[src/rtl/rffe_fd_pkg.sv]
package rffe_fd_pkg;

	localparam int unsigned FRAME_BITS = 25;
	localparam int unsigned BODY_BITS  = 24;
	localparam int unsigned CNT_W      = 5;
	localparam int unsigned FNUM_W     = 32;
	localparam int unsigned TS_W       = 64;

	// command classes
	localparam logic [2:0] CLASS_REG_WRITE = 3'd0;
	localparam logic [2:0] CLASS_REG_READ  = 3'd1;
	localparam logic [2:0] CLASS_EXT_WRITE = 3'd2;
	localparam logic [2:0] CLASS_EXT_READ  = 3'd3;
	localparam logic [2:0] CLASS_MASTER    = 3'd4;
	localparam logic [2:0] CLASS_HANDOVER  = 3'd5;

	typedef struct packed {
		logic            serial_bit;
		logic [TS_W-1:0] capture_us;
	} rffe_in_t;

	typedef struct packed {
		logic [3:0]            slave_id;
		logic [3:0]            command_code;
		logic [7:0]            reg_addr;
		logic [7:0]            data_byte;
		logic [2:0]            cmd_class;
		logic                  parity_ok;
		logic                  is_read;
		logic                  is_extended;
		logic [FNUM_W-1:0]     frame_number;
		logic [TS_W-1:0]       frame_time_us;
		logic [FRAME_BITS-1:0] raw_frame;
	} rffe_out_t;

	// completed frame handed from the accumulator to the decoder
	typedef struct packed {
		logic [FRAME_BITS-1:0] raw;
		logic [FNUM_W-1:0]     number;
		logic [TS_W-1:0]       time_us;
	} rffe_frame_t;

	function automatic logic [2:0] command_class_of(input logic [3:0] cmd);
		logic [2:0] cls;
		unique case (cmd[3:1])
			3'd0:    cls = CLASS_REG_WRITE;
			3'd1:    cls = CLASS_REG_READ;
			3'd2:    cls = CLASS_EXT_WRITE;
			3'd3:    cls = CLASS_EXT_WRITE;
			3'd4:    cls = CLASS_EXT_READ;
			3'd5:    cls = CLASS_EXT_READ;
			3'd6:    cls = CLASS_MASTER;
			default: cls = CLASS_HANDOVER;
		endcase
		return cls;
	endfunction

endpackage

[src/rtl/rffe_fd_acc.sv]
module rffe_fd_acc
	import rffe_fd_pkg::*;
(
	input  logic        clk,
	input  logic        arst_n,
	input  logic        in_valid,
	output logic        in_stall,
	input  rffe_in_t    in_data,
	input  logic        dec_ready,
	output logic        frame_valid_s1,
	output rffe_frame_t frame_s1
);

	logic [FRAME_BITS-1:0] shift_q;
	logic [CNT_W-1:0]      count_q;
	logic [FNUM_W-1:0]     fnum_q;
	logic [FRAME_BITS-1:0] shift_next;
	logic                  accept;
	logic                  last_bit;

	assign in_stall   = frame_valid_s1 && !dec_ready;
	assign accept     = in_valid && !in_stall;
	assign shift_next = {shift_q[FRAME_BITS-2:0], in_data.serial_bit};
	// a stray count of 25 or more also closes the frame
	assign last_bit   = count_q >= CNT_W'(FRAME_BITS - 1);

	always_ff @(posedge clk or negedge arst_n) begin
		if (!arst_n) begin
			shift_q        <= '0;
			count_q        <= '0;
			fnum_q         <= FNUM_W'(1);
			frame_valid_s1 <= 1'b0;
		end else begin
			if (accept) begin
				if (last_bit) begin
					shift_q <= '0;
					count_q <= '0;
					fnum_q  <= fnum_q + FNUM_W'(1);
				end else begin
					shift_q <= shift_next;
					count_q <= count_q + CNT_W'(1);
				end
			end
			if (!frame_valid_s1 || dec_ready) begin
				frame_valid_s1 <= accept && last_bit;
			end
		end
	end

	always_ff @(posedge clk) begin
		if (accept && last_bit) begin
			frame_s1.raw     <= shift_next;
			frame_s1.number  <= fnum_q;
			frame_s1.time_us <= in_data.capture_us;
		end
	end

endmodule

[src/rtl/rffe_fd_dec.sv]
module rffe_fd_dec
	import rffe_fd_pkg::*;
(
	input  logic        clk,
	input  logic        arst_n,
	input  logic        frame_valid_s1,
	input  rffe_frame_t frame_s1,
	output logic        dec_ready,
	output logic        out_valid,
	input  logic        out_stall,
	output rffe_out_t   out_data
);

	logic [BODY_BITS-1:0] body;
	logic [2:0]           cls;
	rffe_out_t            dec;
	logic                 out_valid_s2;
	rffe_out_t            out_data_s2;

	assign body      = frame_s1.raw[FRAME_BITS-1:1];
	assign cls       = command_class_of(body[19:16]);
	assign dec_ready = !out_valid_s2 || !out_stall;

	always_comb begin
		dec.slave_id         = body[23:20];
		dec.command_code     = body[19:16];
		dec.reg_addr         = body[15:8];
		dec.data_byte        = body[7:0];
		dec.cmd_class        = cls;
		// odd parity: parity bit equals the inverted xor of the body
		dec.parity_ok        = (~^body) == frame_s1.raw[0];
		dec.is_read          = (cls == CLASS_REG_READ) || (cls == CLASS_EXT_READ);
		dec.is_extended      = (cls == CLASS_EXT_WRITE) || (cls == CLASS_EXT_READ);
		dec.frame_number     = frame_s1.number;
		dec.frame_time_us    = frame_s1.time_us;
		dec.raw_frame        = frame_s1.raw;
	end

	always_ff @(posedge clk or negedge arst_n) begin
		if (!arst_n) begin
			out_valid_s2 <= 1'b0;
		end else if (dec_ready) begin
			out_valid_s2 <= frame_valid_s1;
		end
	end

	always_ff @(posedge clk) begin
		if (dec_ready && frame_valid_s1) begin
			out_data_s2 <= dec;
		end
	end

	assign out_valid = out_valid_s2;
	assign out_data  = out_data_s2;

endmodule

[src/rtl/rffe_frame_deserializer_top.sv]
// a frame's result, once its 25th bit is taken, is registered in frame_s1 and then in the decode output register
// throughput: one serial bit per cycle while in_stall is low, no bubbles between frames
// an accumulator register and a decode output register separate the two channels
// reset (arst_n low) empties the shift register and bit count and sets the frame number to 1
module rffe_frame_deserializer_top
	import rffe_fd_pkg::*;
(
	input  logic      clk,
	input  logic      arst_n,
	input  logic      in_valid,
	output logic      in_stall,
	input  rffe_in_t  in_data,
	output logic      out_valid,
	input  logic      out_stall,
	output rffe_out_t out_data
);

	logic        dec_ready;
	logic        frame_valid_s1;
	rffe_frame_t frame_s1;

	rffe_fd_acc u_acc (
		.clk            (clk),
		.arst_n         (arst_n),
		.in_valid       (in_valid),
		.in_stall       (in_stall),
		.in_data        (in_data),
		.dec_ready      (dec_ready),
		.frame_valid_s1 (frame_valid_s1),
		.frame_s1       (frame_s1)
	);

	rffe_fd_dec u_dec (
		.clk            (clk),
		.arst_n         (arst_n),
		.frame_valid_s1 (frame_valid_s1),
		.frame_s1       (frame_s1),
		.dec_ready      (dec_ready),
		.out_valid      (out_valid),
		.out_stall      (out_stall),
		.out_data       (out_data)
	);

endmodule

[config.mk]
export PLATFORM = sky130hd
export DESIGN_NAME = rffe_frame_deserializer_top
export DESIGN_NICKNAME = d
export VERILOG_FILES = /design/src/rtl/rffe_fd_pkg.sv /design/src/rtl/rffe_fd_acc.sv /design/src/rtl/rffe_fd_dec.sv /design/src/rtl/rffe_frame_deserializer_top.sv
export SDC_FILE = /design/constraint.sdc
export NUM_CORES = 1
export LEC_CHECK = 0
export ABC_AREA = 1
export BUFFER_PORTS_ARGS = -buffer_cell sky130_fd_sc_hd__buf_2
export CAP_MARGIN = 10
export CORE_AREA = 4 4 202 125
export CTS_CLUSTER_SIZE = 10
export DETAILED_ROUTE_END_ITERATION = 16
export DIE_AREA = 0 0 206 129
export GPL_ROUTABILITY_DRIVEN = 0
export PLACE_DENSITY = 0.8
export SLEW_MARGIN = 25
export SYNTH_ARGS = -nofsm -noshare
export SYNTH_HDL_FRONTEND = slang
export SYNTH_SLANG_ARGS = --single-unit
export TNS_END_PERCENT = 1
[constraint.sdc]
create_clock -name clk -period 6.5 [get_ports clk]
set_input_delay 0.65 -clock clk [delete_from_list [all_inputs] [get_ports clk]]
set_output_delay 0.65 -clock clk [all_outputs]
set_load 0.01 [all_outputs]
==> flow_summary.json <==
{
  "synth_top_area_share_pct": 65.59,
  "tightest_slew_ns": 0.8441,
  "final_cell_count_no_fill": 1373,
  "relSlewSlack_pct": 43.73,
  "cts_buffer_depth": 3,
  "synth_top_family_by_area": "simple AND/OR/NAND/NOR gates",
  "dp_hpwl_mm": 15.34,
  "portBuffers": 221,
  "r2r-end": "u_acc.frame_s1[17]",
  "hold_path_class": "in -> reg",
  "grt_first_pass_wirelength_mm": 34.60,
  "yosys_register_bits": 310,
  "crit_end": "u_acc.frame_s1[17]",
  "p_leak_nw": 5.616,
  "r2r_setup_slack_ns": 3.90,
  "rsz0062_at_grt": "false",
  "ant_nets": 0,
  "cp_max_fo": 97,
  "fin_area_um2": 13780,
  "dpl.cell_count": 1305,
  "synthFlopType": "edfxtp_1",
  "worstSetupPathType": "reg -> reg",
  "finalCritPeriodShare_pct": 39.99,
  "insertedDiodeCount": 0,
  "synth_cells": 796,
  "outcome": "completed",
  "synth-edff-count": 247,
  "seq_power_share_pct": 51.4,
  "syn_nets": 871,
  "grt_max_degree": 98,
  "cts.repair.resized": 0,
  "clock-sinks": 310,
  "p_int_mw": 3.824,
  "slew_violations": 0,
  "synth.distinct_cells": 32,
  "switching_share_pct": 24.65,
  "switchingPower_mw": 1.251,
  "yosysMostFrequentCell": "edfxtp_1",
  "p_clk_share_pct": 37.5,
  "gr-total-overflow": 0,
  "period_needed_ns": 2.599,
  "comb_power_share_pct": 11.1,
  "wl_mm": 22.55,
  "antenna_found_initial": 2,
  "die_h_um": 129,
  "path_clk_slew_ns": 0.06,
  "synth_compound_area_share_pct": 1.848,
  "hold_viol_final": 0,
  "h-tree-depth": 2,
  "skew_ns": 0.01327,
  "max_freq_mhz": 384.7,
  "drc_errors": 0,
  "grtUsageTotal_pct": 16.86,
  "num_rows": 43,
  "synth-xor-area-share_pct": 1.781,
  "clock-root-buffer": "clkbuf_16",
  "finalSetupViolations": 0,
  "drv_cap": 0,
  "ctsHoldBuffers": 0,
  "start_util_pct": 48.88,
  "synth_adder_area_share_pct": 0.6639,
  "cp-end-kind": "flip-flop",
  "power.density_nw_per_um2": 368.3,
  "yosys.area_share.simple_pct": 11.44,
  "async_flop_share_pct": 20.32,
  "ys_seq_area_share_pct": 79.54,
  "postCtsSetupRepairBufs": 0,
  "drive_gt1_share_pct": 27.03,
  "tns_ns": 0,
  "synth_area_leaders": "edfxtp_1 66%, dfrtp_1 14%, nand2_1 6.6%",
  "worstPathArrival_ns": 2.75,
  "vias": 6633,
  "rr_worst_depth": 6,
  "clock_latency_ns": 0.52,
  "cts_tree": "done",
  "peakVddDrop_mv": 0.1925,
  "vias_per_cell": 4.831,
  "crit-reg2reg-launch": "u_dec.out_valid",
  "crit_path_start": "u_dec.out_valid",
  "cts_buffers": 37,
  "first_global_vias": 6354,
  "area_delta_synth_final_pct": 21.85,
  "pin_count": 222,
  "placed_cell_area_um2": 12640,
  "drtPass1Iterations": 5,
  "core_um2": 23130,
  "num-nets-final": 1105,
  "final_util_pct": 59.56,
  "startpoint_type": "flip-flop",
  "muxShareOfSynthArea_pct": 0,
  "syn_area_per_cell_um2": 14.21,
  "ys_warn_count": 0,
  "required_ns": 6.65,
  "synth_area_um2": 11310,
  "synth_common_cells": "247 x edfxtp_1, 198 x nand2_1, 82 x inv_1",
  "wl_per_cell_um": 16.43,
  "die-area_um2": 26570,
  "drtIter0Drc": 409,
  "yosys.area.top_type": "edfxtp_1",
  "dieWidth_um": 206
}
[how the worst min path moves through the flow]
stage | start | endpoint | slack, ns | cells after the start
2_1_floorplan | arst_n | u_acc.count_q[0] | 0.35 | 0
3_3_place_gp | u_acc.frame_s1[51] | u_dec.out_data[76] | 0.40 | 0
3_5_place_dp | u_acc.frame_s1[0] | u_dec.out_data[25] | 0.40 | 0
4_1_cts | in_data[16] | u_acc.frame_s1[16] | 0.28 | 1
5_1_grt | in_data[14] | u_acc.frame_s1[14] | 0.28 | 1
6_report | in_data[16] | u_acc.frame_s1[16] | 0.31 | 1
[state kept, by name, indices dropped and copies added, names as in the netlist]
register / flops
u_acc.frame_s1: 121
u_dec.out_data: 126
u_dec.out_valid: 1
u_acc.shift_q: 24
u_acc.count_q: 5
u_acc.fnum_q: 32
u_acc.frame_valid_s1: 1
[per-stage QoR]
stage | hold slack, ns | setup WS, ns | power (mW)
2_1_floorplan | 0.3544 | 2.017 | 2.986
3_3_place_gp | 0.4002 | 3.535 | 3.174
3_5_place_dp | 0.4045 | 3.462 | 3.210
4_1_cts | 0.2814 | 3.832 | 5.123
5_1_grt | 0.2838 | 3.670 | 5.311
6_report | 0.3055 | 3.901 | 5.074
[metal layers]
layer	vias to the layer above	global-route usage, %	routed length, um
li1	3162	-	-
met1	3169	24.11	10070
met2	268	25.63	9994
met3	30	5.139	2140
met4	4	4.418	320
met5	-	0	27
[critical path: stages, from the launching register on]
cell and delay (ns):
dfrtp_1 0.37, nand2_1 0.09, inv_1 0.08, nand2_2 0.12, nand3_4 0.24, inv_6 0.69, buf_4 0.60
[kinds of logic (layout without fill, tap and decap cells)]
family                   count (synthesis)  count (layout)
AND/OR/NAND/NOR                        306             306
flip-flops                             310             310
buffers and inverters                  116             378
adder cells (fa/ha/maj)                  6               6
AO/OA/AOI/OAI                           35              35
XOR/XNOR                                23              23
[layout make-up]
type	instances	area, um^2
Timing Repair Buffer	226	1156
Clock buffer	64	1080
Sequential cell	310	8995
Multi-Input combinational cell	370	1787
Fill cell	1776	9355
Tap cell	315	394.1
Inverter	85	324.1
Clock inverter	3	43.79
[placed cells by master (no fill, tap or decap), types with 20 or more instances in the layout]
master and count:
nand2_1 198, o22ai_1 22, buf_2 221, clkbuf_1 24, edfxtp_1 247, nor2_1 48
dfrtp_1 62, inv_1 82, nand3_1 20, clkbuf_16 39
[power groups by stage]
stage	clock network (mW)	registers [mW]	logic [mW]
3_3_place_gp	0	2.63	0.543
2_1_floorplan	0	2.67	0.321
3_5_place_dp	0	2.64	0.565
5_1_grt	2.04	2.63	0.642
6_report	1.90	2.61	0.566
4_1_cts	1.95	2.61	0.569
Power figures use the tool's default switching activity.
